**config.mk**
```make
export PLATFORM = sky130hd
export DESIGN_NAME = frame_brightness_cloud_stats_flat
export DESIGN_NICKNAME = d
export VERILOG_FILES = /design/src/hdl/fbcs_pkg.sv /design/src/hdl/fbcs_pixel_if.sv /design/src/hdl/fbcs_result_if.sv /design/src/hdl/fbcs_controller.sv /design/src/hdl/fbcs_datapath.sv /design/src/hdl/frame_brightness_cloud_stats.sv /design/src/flat_wrapper.sv
export SDC_FILE = /design/constraint.sdc
export NUM_CORES = 2
export LEC_CHECK = 0
export BUFFER_PORTS_ARGS = -buffer_cell sky130_fd_sc_hd__buf_2
export CORE_UTILIZATION = 39
export CTS_CLUSTER_SIZE = 30
export DETAILED_ROUTE_END_ITERATION = 10
export PLACE_DENSITY_LB_ADDON = 0.25
export SLEW_MARGIN = 20
export SYNTH_ARGS = -nofsm -noshare
export SYNTH_HDL_FRONTEND = slang
export SYNTH_SLANG_ARGS = --single-unit
```
**constraint.sdc**
```tcl
create_clock -name clk -period 11.75 [get_ports clk]
set_input_delay 2.35 -clock clk [delete_from_list [all_inputs] [get_ports clk]]
set_output_delay 2.35 -clock clk [all_outputs]
set_load 0.005 [all_outputs]
```
**src/hdl/fbcs_pkg.sv**
```systemverilog
// ----------------------------------------------------------------------------
// fbcs_pkg
// Shared types and constants for the frame brightness / cloud statistics block.
// ----------------------------------------------------------------------------
package fbcs_pkg;

	// configuration port
	localparam int CFG_IDX_W  = 2;
	localparam int CFG_DATA_W = 13;

	localparam logic [CFG_IDX_W-1:0] REG_COLOR_MODE      = 2'd0;
	localparam logic [CFG_IDX_W-1:0] REG_FRAME_WIDTH     = 2'd1;
	localparam logic [CFG_IDX_W-1:0] REG_FRAME_HEIGHT    = 2'd2;
	localparam logic [CFG_IDX_W-1:0] REG_CLOUD_THRESHOLD = 2'd3;

	localparam int DIM_W  = 13;
	localparam int PIX_W  = 8;
	localparam int SUM_W  = 32;
	localparam int CNT_W  = 25;

	localparam logic [DIM_W-1:0] DIM_RESET = 13'd1;
	localparam logic [PIX_W-1:0] THR_RESET = 8'd130;

	// luma weights, 16 fractional bits
	localparam logic [15:0] COEF_R = 16'd19595;
	localparam logic [15:0] COEF_G = 16'd38470;
	localparam logic [15:0] COEF_B = 16'd7471;

	// result formats
	localparam int MEAN_W = 16;
	localparam int COV_W  = 15;
	localparam int TEMP_W = 17;
	localparam int PRES_W = 17;

	localparam logic [MEAN_W-1:0] MEAN_MAX   = 16'd65280;
	localparam logic [COV_W-1:0]  COV_MAX    = 15'd25600;
	localparam logic [14:0]       COV_SCALE  = 15'd25600;
	localparam logic [6:0]        TEMP_SCALE = 7'd80;
	localparam logic [7:0]        TEMP_DIV   = 8'd255;
	localparam logic [5:0]        PRES_SCALE = 6'd45;
	localparam logic [TEMP_W-1:0] TEMP_BASE  = 17'd76800;
	localparam logic [PRES_W-1:0] PRES_BASE  = 17'd101325;

	// mean*80/255 as (mean * TEMP_RECIP) >> 22, exact for mean up to 65280
	localparam logic [20:0]       TEMP_RECIP = 21'd1315861;

	// shared divider
	localparam int DVD_W     = 40;
	localparam int DIV_CNT_W = 6;

	localparam logic [1:0] DIV_MEAN = 2'd0;
	localparam logic [1:0] DIV_COV  = 2'd1;

	typedef struct packed {
		logic       in_ready;
		logic       div_init;
		logic [1:0] div_sel;
		logic       div_step;
		logic       cap_mean;
		logic       cap_cov;
		logic       out_load;
	} ctl_cmd_t;

	typedef struct packed {
		logic frame_end;
		logic out_full;
	} dp_status_t;

endpackage

```
**src/hdl/fbcs_pixel_if.sv**
```systemverilog
// ----------------------------------------------------------------------------
// fbcs_pixel_if
// Pixel channel: valid/ready with one gray or RGB pixel per request.
// ----------------------------------------------------------------------------
interface fbcs_pixel_if;
	logic                      valid;
	logic                      ready;
	logic [fbcs_pkg::PIX_W-1:0] red_or_gray;
	logic [fbcs_pkg::PIX_W-1:0] green;
	logic [fbcs_pkg::PIX_W-1:0] blue;

	modport source (output valid, red_or_gray, green, blue, input ready);
	modport sink   (input valid, red_or_gray, green, blue, output ready);
endinterface

```
**src/hdl/fbcs_result_if.sv**
```systemverilog
// ----------------------------------------------------------------------------
// fbcs_result_if
// Result channel: valid/ready with one frame statistics record per request.
// ----------------------------------------------------------------------------
interface fbcs_result_if;
	logic                        valid;
	logic                        ready;
	logic [fbcs_pkg::MEAN_W-1:0] mean_luma_q8;
	logic [fbcs_pkg::COV_W-1:0]  coverage_pct_q8;
	logic [fbcs_pkg::TEMP_W-1:0] temperature_q8;
	logic [fbcs_pkg::PRES_W-1:0] pressure_centi_hpa;

	modport source (output valid, mean_luma_q8, coverage_pct_q8, temperature_q8,
		pressure_centi_hpa, input ready);
	modport sink   (input valid, mean_luma_q8, coverage_pct_q8, temperature_q8,
		pressure_centi_hpa, output ready);
endinterface

```
**src/hdl/fbcs_controller.sv**
```systemverilog
// ----------------------------------------------------------------------------
// fbcs_controller
// Sequencer for frame-end processing: two divisions on the shared divider,
// then the hand-off into the result register.
// ----------------------------------------------------------------------------
module fbcs_controller (
	input  logic                   clk,
	input  logic                   arst_n,
	input  fbcs_pkg::dp_status_t   sts,
	output fbcs_pkg::ctl_cmd_t     cmd
);

	localparam logic [2:0] ST_IDLE  = 3'd0;
	localparam logic [2:0] ST_START = 3'd1;
	localparam logic [2:0] ST_MEAN  = 3'd2;
	localparam logic [2:0] ST_COV   = 3'd3;
	localparam logic [2:0] ST_OUT   = 3'd4;

	localparam logic [fbcs_pkg::DIV_CNT_W-1:0] LAST_STEP =
		fbcs_pkg::DIV_CNT_W'(fbcs_pkg::DVD_W);

	logic [2:0]                       state_q, state_d;
	logic [fbcs_pkg::DIV_CNT_W-1:0]   cnt_q, cnt_d;
	logic                             div_done;

	assign div_done = (cnt_q == LAST_STEP);

	always_comb begin
		state_d      = state_q;
		cnt_d        = cnt_q;
		cmd          = '0;
		cmd.div_sel  = fbcs_pkg::DIV_MEAN;
		unique case (state_q)
			ST_IDLE: begin
				cmd.in_ready = ~sts.frame_end;
				if (sts.frame_end) begin
					state_d = ST_START;
				end
			end
			ST_START: begin
				cmd.div_init = 1'b1;
				cmd.div_sel  = fbcs_pkg::DIV_MEAN;
				cnt_d        = '0;
				state_d      = ST_MEAN;
			end
			ST_MEAN: begin
				if (div_done) begin
					cmd.cap_mean = 1'b1;
					cmd.div_init = 1'b1;
					cmd.div_sel  = fbcs_pkg::DIV_COV;
					cnt_d        = '0;
					state_d      = ST_COV;
				end else begin
					cmd.div_step = 1'b1;
					cnt_d        = cnt_q + 1'b1;
				end
			end
			ST_COV: begin
				if (div_done) begin
					cmd.cap_cov = 1'b1;
					state_d     = ST_OUT;
				end else begin
					cmd.div_step = 1'b1;
					cnt_d        = cnt_q + 1'b1;
				end
			end
			ST_OUT: begin
				if (!sts.out_full) begin
					cmd.out_load = 1'b1;
					state_d      = ST_IDLE;
				end
			end
			default: begin
				state_d = ST_IDLE;
			end
		endcase
	end

	always_ff @(posedge clk or negedge arst_n) begin
		if (!arst_n) begin
			state_q <= ST_IDLE;
			cnt_q   <= '0;
		end else begin
			state_q <= state_d;
			cnt_q   <= cnt_d;
		end
	end

endmodule

```
**src/hdl/fbcs_datapath.sv**
```systemverilog
// ----------------------------------------------------------------------------
// fbcs_datapath
// Config registers, luma stage, frame accumulators, restoring divider and
// result register.
// ----------------------------------------------------------------------------
module fbcs_datapath #(
	parameter int MAX_DIM = 4096
) (
	input  logic                              clk,
	input  logic                              arst_n,
	input  fbcs_pkg::ctl_cmd_t                cmd,
	output fbcs_pkg::dp_status_t              sts,
	input  logic                              cfg_we,
	input  logic [fbcs_pkg::CFG_IDX_W-1:0]    cfg_index,
	input  logic [fbcs_pkg::CFG_DATA_W-1:0]   cfg_wdata,
	input  logic                              pix_valid,
	input  logic [fbcs_pkg::PIX_W-1:0]        red_or_gray,
	input  logic [fbcs_pkg::PIX_W-1:0]        green,
	input  logic [fbcs_pkg::PIX_W-1:0]        blue,
	output logic                              out_valid,
	input  logic                              out_ready,
	output logic [fbcs_pkg::MEAN_W-1:0]       mean_luma_q8,
	output logic [fbcs_pkg::COV_W-1:0]        coverage_pct_q8,
	output logic [fbcs_pkg::TEMP_W-1:0]       temperature_q8,
	output logic [fbcs_pkg::PRES_W-1:0]       pressure_centi_hpa
);

	localparam int DIM_CW = $clog2(MAX_DIM + 1);
	localparam int EDW    = (DIM_CW < fbcs_pkg::DIM_W) ? DIM_CW : fbcs_pkg::DIM_W;
	localparam int NW     = 2 * EDW;
	localparam int DVS_W  = (NW > 8) ? NW : 8;
	localparam int DVD_W  = fbcs_pkg::DVD_W;

	// ---- configuration registers ----
	logic                          mode_q;
	logic [fbcs_pkg::DIM_W-1:0]    width_q;
	logic [fbcs_pkg::DIM_W-1:0]    height_q;
	logic [fbcs_pkg::PIX_W-1:0]    thr_q;

	always_ff @(posedge clk or negedge arst_n) begin
		if (!arst_n) begin
			mode_q   <= 1'b0;
			width_q  <= fbcs_pkg::DIM_RESET;
			height_q <= fbcs_pkg::DIM_RESET;
			thr_q    <= fbcs_pkg::THR_RESET;
		end else if (cfg_we) begin
			unique case (cfg_index)
				fbcs_pkg::REG_COLOR_MODE:      mode_q   <= cfg_wdata[0];
				fbcs_pkg::REG_FRAME_WIDTH:     width_q  <= cfg_wdata;
				fbcs_pkg::REG_FRAME_HEIGHT:    height_q <= cfg_wdata;
				fbcs_pkg::REG_CLOUD_THRESHOLD: thr_q    <= cfg_wdata[fbcs_pkg::PIX_W-1:0];
				default: begin
				end
			endcase
		end
	end

	// zero reads as one, oversize clamps to MAX_DIM
	logic [EDW-1:0] eff_w, eff_h;
	logic [NW-1:0]  n_q;

	always_comb begin
		if (width_q == '0) begin
			eff_w = EDW'(1);
		end else if (32'(width_q) > 32'(MAX_DIM)) begin
			eff_w = EDW'(MAX_DIM);
		end else begin
			eff_w = EDW'(width_q);
		end
		if (height_q == '0) begin
			eff_h = EDW'(1);
		end else if (32'(height_q) > 32'(MAX_DIM)) begin
			eff_h = EDW'(MAX_DIM);
		end else begin
			eff_h = EDW'(height_q);
		end
	end

	always_ff @(posedge clk or negedge arst_n) begin
		if (!arst_n) begin
			n_q <= NW'(1);
		end else begin
			n_q <= NW'(eff_w) * NW'(eff_h);
		end
	end

	// ---- luma stage ----
	logic                        pix_acc;
	logic [23:0]                 luma_mix;
	logic                        px_valid_s1;
	logic [fbcs_pkg::PIX_W-1:0]  luma_s1;

	assign pix_acc  = pix_valid & cmd.in_ready;
	assign luma_mix = 24'(red_or_gray) * 24'(fbcs_pkg::COEF_R)
		+ 24'(green) * 24'(fbcs_pkg::COEF_G)
		+ 24'(blue) * 24'(fbcs_pkg::COEF_B);

	always_ff @(posedge clk or negedge arst_n) begin
		if (!arst_n) begin
			px_valid_s1 <= 1'b0;
		end else begin
			px_valid_s1 <= pix_acc;
		end
	end

	always_ff @(posedge clk) begin
		if (pix_acc) begin
			luma_s1 <= mode_q ? luma_mix[23:16] : red_or_gray;
		end
	end

	// ---- frame accumulators ----
	logic [fbcs_pkg::SUM_W-1:0] sum_q, sum_nx, snap_sum_q;
	logic [fbcs_pkg::CNT_W-1:0] cloud_q, cloud_nx, snap_cloud_q;
	logic [fbcs_pkg::CNT_W-1:0] pcnt_q, pcnt_nx;
	logic                       frame_end;

	assign sum_nx    = sum_q + fbcs_pkg::SUM_W'(luma_s1);
	assign cloud_nx  = (luma_s1 > thr_q) ? cloud_q + 1'b1 : cloud_q;
	assign pcnt_nx   = pcnt_q + 1'b1;
	assign frame_end = px_valid_s1 && (32'(pcnt_nx) >= 32'(n_q));

	always_ff @(posedge clk or negedge arst_n) begin
		if (!arst_n) begin
			sum_q   <= '0;
			cloud_q <= '0;
			pcnt_q  <= '0;
		end else if (px_valid_s1) begin
			if (frame_end) begin
				sum_q   <= '0;
				cloud_q <= '0;
				pcnt_q  <= '0;
			end else begin
				sum_q   <= sum_nx;
				cloud_q <= cloud_nx;
				pcnt_q  <= pcnt_nx;
			end
		end
	end

	always_ff @(posedge clk) begin
		if (frame_end) begin
			snap_sum_q   <= sum_nx;
			snap_cloud_q <= cloud_nx;
		end
	end

	// ---- shared restoring divider, one quotient bit per cycle ----
	logic [DVS_W-1:0]        rem_q, dvs_q;
	logic [DVD_W-1:0]        quo_q, dvd_init;
	logic [DVS_W:0]          shifted, trial;
	logic [fbcs_pkg::MEAN_W-1:0] mean_q;
	logic [fbcs_pkg::COV_W-1:0]  cov_q;

	always_comb begin
		case (cmd.div_sel)
			fbcs_pkg::DIV_MEAN: dvd_init = {snap_sum_q, 8'd0};
			fbcs_pkg::DIV_COV:  dvd_init = DVD_W'(snap_cloud_q) * DVD_W'(fbcs_pkg::COV_SCALE);
			default:            dvd_init = '0;
		endcase
	end

	assign shifted = {rem_q, quo_q[DVD_W-1]};
	assign trial   = shifted - {1'b0, dvs_q};

	always_ff @(posedge clk) begin
		if (cmd.div_init) begin
			rem_q <= '0;
			quo_q <= dvd_init;
			dvs_q <= DVS_W'(n_q);
		end else if (cmd.div_step) begin
			if (!trial[DVS_W]) begin
				rem_q <= trial[DVS_W-1:0];
				quo_q <= {quo_q[DVD_W-2:0], 1'b1};
			end else begin
				rem_q <= shifted[DVS_W-1:0];
				quo_q <= {quo_q[DVD_W-2:0], 1'b0};
			end
		end
	end

	// clamp covers a frame size shrunk under an open frame
	always_ff @(posedge clk) begin
		if (cmd.cap_mean) begin
			mean_q <= (quo_q > DVD_W'(fbcs_pkg::MEAN_MAX)) ? fbcs_pkg::MEAN_MAX
				: quo_q[fbcs_pkg::MEAN_W-1:0];
		end
		if (cmd.cap_cov) begin
			cov_q <= (quo_q > DVD_W'(fbcs_pkg::COV_MAX)) ? fbcs_pkg::COV_MAX
				: quo_q[fbcs_pkg::COV_W-1:0];
		end
	end

	// ---- result register ----
	logic                        out_valid_q;
	logic [20:0]                 pres_prod;
	logic [36:0]                 temp_prod;

	assign pres_prod = 21'(cov_q) * 21'(fbcs_pkg::PRES_SCALE);
	// floor(mean*80/255) by reciprocal multiply
	assign temp_prod = 37'(mean_q) * 37'(fbcs_pkg::TEMP_RECIP);

	always_ff @(posedge clk or negedge arst_n) begin
		if (!arst_n) begin
			out_valid_q <= 1'b0;
		end else if (cmd.out_load) begin
			out_valid_q <= 1'b1;
		end else if (out_ready) begin
			out_valid_q <= 1'b0;
		end
	end

	always_ff @(posedge clk) begin
		if (cmd.out_load) begin
			mean_luma_q8       <= mean_q;
			coverage_pct_q8    <= cov_q;
			temperature_q8     <= fbcs_pkg::TEMP_BASE - fbcs_pkg::TEMP_W'(temp_prod[36:22]);
			pressure_centi_hpa <= fbcs_pkg::PRES_BASE - fbcs_pkg::PRES_W'(pres_prod[20:8]);
		end
	end

	assign out_valid = out_valid_q;
	assign sts       = '{frame_end: frame_end, out_full: out_valid_q & ~out_ready};

endmodule

```
**src/hdl/frame_brightness_cloud_stats.sv**
```systemverilog
// ----------------------------------------------------------------------------
// frame_brightness_cloud_stats
// Whole-frame mean luma, cloud coverage and derived temperature/pressure.
// ----------------------------------------------------------------------------
// Takes one pixel per request on pix (gray, or RGB turned into luma by the
// 19595/38470/7471 weights) and emits one record on res per completed frame
// of frame_width*frame_height pixels. Inside a frame a pixel is taken every
// clock: a luma register stage feeds the sum/cloud/pixel accumulators.
// When a frame closes, the accumulators snapshot and clear, and a shared
// restoring divider (one quotient bit per cycle, 40 bits) runs two
// divisions by N back to back: mean, then coverage. Temperature comes from
// the mean by a constant reciprocal multiply as the record is loaded.
// pix.ready drops while the closing pixel is in the luma register and stays low
// through the divider load, two divisions of 40 steps plus a capture each,
// and the output load. The output register frees the pixel side as soon
// as it is loaded; a record still unread only holds things up when the
// next frame closes. Config writes (cfg_we/cfg_index/cfg_wdata) are meant
// for idle periods; a zero frame dimension counts as one and values above
// MAX_DIM clamp to MAX_DIM.
// ----------------------------------------------------------------------------
module frame_brightness_cloud_stats #(
	parameter int MAX_DIM = 4096
) (
	input  logic                              clk,
	input  logic                              arst_n,
	fbcs_pixel_if.sink                        pix,
	fbcs_result_if.source                     res,
	input  logic                              cfg_we,
	input  logic [fbcs_pkg::CFG_IDX_W-1:0]    cfg_index,
	input  logic [fbcs_pkg::CFG_DATA_W-1:0]   cfg_wdata
);

	fbcs_pkg::ctl_cmd_t   cmd;
	fbcs_pkg::dp_status_t sts;

	// sequencer: frame-end divisions and result hand-off
	fbcs_controller u_ctrl (
		.clk    (clk),
		.arst_n (arst_n),
		.sts    (sts),
		.cmd    (cmd)
	);

	// accumulators, divider and result register
	fbcs_datapath #(
		.MAX_DIM (MAX_DIM)
	) u_dp (
		.clk                (clk),
		.arst_n             (arst_n),
		.cmd                (cmd),
		.sts                (sts),
		.cfg_we             (cfg_we),
		.cfg_index          (cfg_index),
		.cfg_wdata          (cfg_wdata),
		.pix_valid          (pix.valid),
		.red_or_gray        (pix.red_or_gray),
		.green              (pix.green),
		.blue               (pix.blue),
		.out_valid          (res.valid),
		.out_ready          (res.ready),
		.mean_luma_q8       (res.mean_luma_q8),
		.coverage_pct_q8    (res.coverage_pct_q8),
		.temperature_q8     (res.temperature_q8),
		.pressure_centi_hpa (res.pressure_centi_hpa)
	);

	// ready is low while a closed frame is being reduced
	assign pix.ready = cmd.in_ready;

endmodule
```
**src/flat_wrapper.sv**
```systemverilog
// flat-port wrapper written by rule: the top's interface ports become plain ports
module frame_brightness_cloud_stats_flat 
#(
	parameter int MAX_DIM = 4096
)
  (clk, arst_n, cfg_we, cfg_index, cfg_wdata, pix_valid, pix_red_or_gray, pix_green, pix_blue, pix_ready, res_valid, res_mean_luma_q8, res_coverage_pct_q8, res_temperature_q8, res_pressure_centi_hpa, res_ready);
  fbcs_pixel_if pix_i ();
  fbcs_result_if res_i ();
  input  logic clk;
  input  logic arst_n;
  input  logic cfg_we;
  input  logic [fbcs_pkg::CFG_IDX_W-1:0] cfg_index;
  input  logic [fbcs_pkg::CFG_DATA_W-1:0] cfg_wdata;
  input wire logic [$bits(pix_i.valid)-1:0] pix_valid;
  input wire logic [$bits(pix_i.red_or_gray)-1:0] pix_red_or_gray;
  input wire logic [$bits(pix_i.green)-1:0] pix_green;
  input wire logic [$bits(pix_i.blue)-1:0] pix_blue;
  output wire logic [$bits(pix_i.ready)-1:0] pix_ready;
  output wire logic [$bits(res_i.valid)-1:0] res_valid;
  output wire logic [$bits(res_i.mean_luma_q8)-1:0] res_mean_luma_q8;
  output wire logic [$bits(res_i.coverage_pct_q8)-1:0] res_coverage_pct_q8;
  output wire logic [$bits(res_i.temperature_q8)-1:0] res_temperature_q8;
  output wire logic [$bits(res_i.pressure_centi_hpa)-1:0] res_pressure_centi_hpa;
  input wire logic [$bits(res_i.ready)-1:0] res_ready;
  assign pix_i.valid = pix_valid;
  assign pix_i.red_or_gray = pix_red_or_gray;
  assign pix_i.green = pix_green;
  assign pix_i.blue = pix_blue;
  assign pix_ready = pix_i.ready;
  assign res_valid = res_i.valid;
  assign res_mean_luma_q8 = res_i.mean_luma_q8;
  assign res_coverage_pct_q8 = res_i.coverage_pct_q8;
  assign res_temperature_q8 = res_i.temperature_q8;
  assign res_pressure_centi_hpa = res_i.pressure_centi_hpa;
  assign res_i.ready = res_ready;
  frame_brightness_cloud_stats #(.MAX_DIM(MAX_DIM)) u_core (.clk(clk), .arst_n(arst_n), .pix(pix_i), .res(res_i), .cfg_we(cfg_we), .cfg_index(cfg_index), .cfg_wdata(cfg_wdata));
endmodule
```
==> reports/metrics.cfg <==
[cts]
clkLatencyLatePin_ps=610
cts_tree=yes
ctsHtreeMaxLevel=2
path_clk_slew_ps=60
cts_resized=0
cts_buffers=50
post_cts_buffers=0
cts_hold_buf=0
root_buffer=clkbuf_16
clock_sinks=406
clock_path_buffers=3

[timing]
finalSetupTns_ps=0
rsz0062_at_grt=false
slew_violations=0
fmax_mhz=103
hold_ws_ps=467
hold_violations=0
worst_slack_ps=2010
setup_viol=0
fin_crit_sh_pct=82.9
clock_skew_ps=29.9
worst_pin_slew_ps=1030
period_needed_ps=9740
relSlewSlack_pct=31.2

[final_layout]
area_growth_pct=9.34
layout_common_cells=inv_1, ha_1, fa_1
drive_gt1_share_pct=7.58
num_antenna_cells=0
nets=4878
final_common_cell=inv_1

[grt]
track_usage_pct=16.8
grt_antenna_before_repair=0
grt_pass1_wl_um=139000
grt_pass1_vias=26692
overflow=0
grt_max_degree=65

[setup_path]
crit_fanout=7
cp_slowest_cell=fa_1
ff2ff_path_depth=21
crit_start=pix_green[6]
cp.required_ps=12070
endpoint_kind=register
arrival_ps=10060
start_kind=primary input
timing.rr.start=u_core.u_dp.mean_q[15]
crit_type=in2reg
cpMostUsedCell=fa_1
slowest_delay_ps=550

[power_and_ir_drop]
power_density_mw_per_mm2=206
ir_worst_vdd_mv=0.165
leakage_uw=0.0203

[flow_run]
maxCapViolations=0

[yosys]
synth-main-ff-cell=edfxtp_1
ys_ff_latch=406
synth_top_cell_area_share_pct=17.5
synth_fp_nets=4798
synthTopCellsByArea=edfxtp_1, ha_1, fa_1, dfrtp_1, inv_1
synth.distinct_cells=100
ys_seq_area_share_pct=28.7
synth_area_mm2=0.0389
ys_async_sr_fraction_pct=37.9
yosysTopAreaCell=edfxtp_1
synthCells=3891
ys_warn_count=0
synth_edf_count=226
synth.avg_cell_area_um2=9.99

[floorplan]
core_mm2=0.0986
rows=115
die_w_um=318
ios=111
die_area_mm2=0.101
die_h_um=318
initial_core_util_pct=39.4

[min_path]
hold_path_class=reg2reg
hold-path-cell-count=0
min_from=u_core.u_dp.n_q[8]

[drt]
vias_per_cell=5.03
wl_um=84200
ant_nets=0
drt_pre_antenna_iters=5
vias=26646
drtIter0Drc=1253
wl_per_cell_um=15.9
drc=0

[placement]
routabilityCongestion=0.852
detailed_place_hpwl_um=66700
io_buffers=109
dp_slack_ps=1390

[run_status]
status=finished clean

[kinds of logic after synthesis]
group	count (synthesis)	synth area share [%]
xor+xnor	204	4.65
buf+inv	818	7.99
mux	92	2.50
compound gates	577	10.1
simple gates	930	11.9
other cells	1	0.00965
flops	406	28.7
fa+ha+maj	863	34.1
[worst paths after layout]
kind                                                  end  slack [ps]
setup / recovery                   u_core.u_dp.luma_s1[7]        2010
hold / removal                       u_core.u_dp.dvs_q[8]         470
setup reg to reg           u_core.u_dp.temperature_q8[16]        4820
hold reg to reg                      u_core.u_dp.dvs_q[8]         470
max in group asynchronous           u_core.u_dp.sum_q[10]        8260
min in group asynchronous          u_core.u_dp.cloud_q[7]        1710
[layout make-up]
cell class / instances / area [um2]
timing repair buffer: 132 / 724
clock buffer: 63 / 1370
inverter: 714 / 2680
multi-input combinational: 2667 / 24600
fill: 9525 / 56100
clock inverter: 30 / 312
sequential: 406 / 11200
tap: 1287 / 1610
[critical path: cells and delay by family]
| kind | cells | cell delay (ps) |
|---|---|---|
| compound gates | 11 | 2340 |
| xor+xnor | 2 | 290 |
| fa+ha+maj | 9 | 3850 |
| buf+inv | 5 | 350 |
| simple gates | 4 | 850 |
[cell usage after synthesis (18+ instances only)]
| library cell | n |
|---|---|
| nand3_1 | 67 |
| nor4_1 | 25 |
| nor2_1 | 184 |
| fa_1 | 329 |
| a21o_1 | 59 |
| edfxtp_1 | 226 |
| mux2i_1 | 51 |
| dfxtp_1 | 26 |
| and2_1 | 50 |
| a21oi_1 | 104 |
| or3_1 | 19 |
| dfrtp_1 | 149 |
| nor3_1 | 57 |
| o2bb2ai_1 | 41 |
| o21bai_1 | 18 |
| xor2_1 | 64 |
| nand2b_1 | 38 |
| nand2_1 | 293 |
| clkbuf_1 | 83 |
| a22o_1 | 40 |
| and3_1 | 37 |
| o21ai_0 | 127 |
| o21a_1 | 23 |
| o21ai_1 | 23 |
| inv_1 | 712 |
| xnor2_1 | 139 |
| ha_1 | 534 |
| nand4_1 | 32 |
| mux2_2 | 40 |
| nor2b_1 | 62 |
[power by group]
group	switching (uW)	total (uW)	internal, uW
logic	2820	5030	2210
registers	242	2150	1900
clock network	635	1580	941
total	3690	8750	5060
[metrics by stage]
step	total power, uW	std cells	instance area (um2)	utilization [%]
after global routing	9640	5299	42500	43.1
after CTS	8860	5299	42500	43.1
after global placement	7100	5206	40800	41.4
after detailed placement	7220	5206	40800	41.4
after floorplan	6060	3891	38900	-
final	8750	5299	42500	43.1
[state kept, by name, indices dropped and copies added (netlist names), 13 cells and up]
register / flops
u_core.u_dp.quo_q: 40
u_core.u_dp.height_q: 13
u_core.u_dp.rem_q: 26
u_core.u_dp.mean_q: 16
u_core.u_dp.cloud_q: 25
u_core.u_dp.pressure_centi_hpa: 16
u_core.u_dp.coverage_pct_q8: 15
u_core.u_dp.mean_luma_q8: 16
u_core.u_dp.pcnt_q: 25
u_core.u_dp.temperature_q8: 17
u_core.u_dp.snap_cloud_q: 25
u_core.u_dp.width_q: 13
u_core.u_dp.cov_q: 15
u_core.u_dp.dvs_q: 26
u_core.u_dp.snap_sum_q: 32
u_core.u_dp.sum_q: 32
u_core.u_dp.n_q: 26
[routing by layer]
layer  GRT usage [%]  share of wire (%)
met1            23.9                 49
met2            27.3                 46
met3            1.97                3.5
met4            3.67                1.8
met5               0                  0
(Power assumes the default switching activity.)
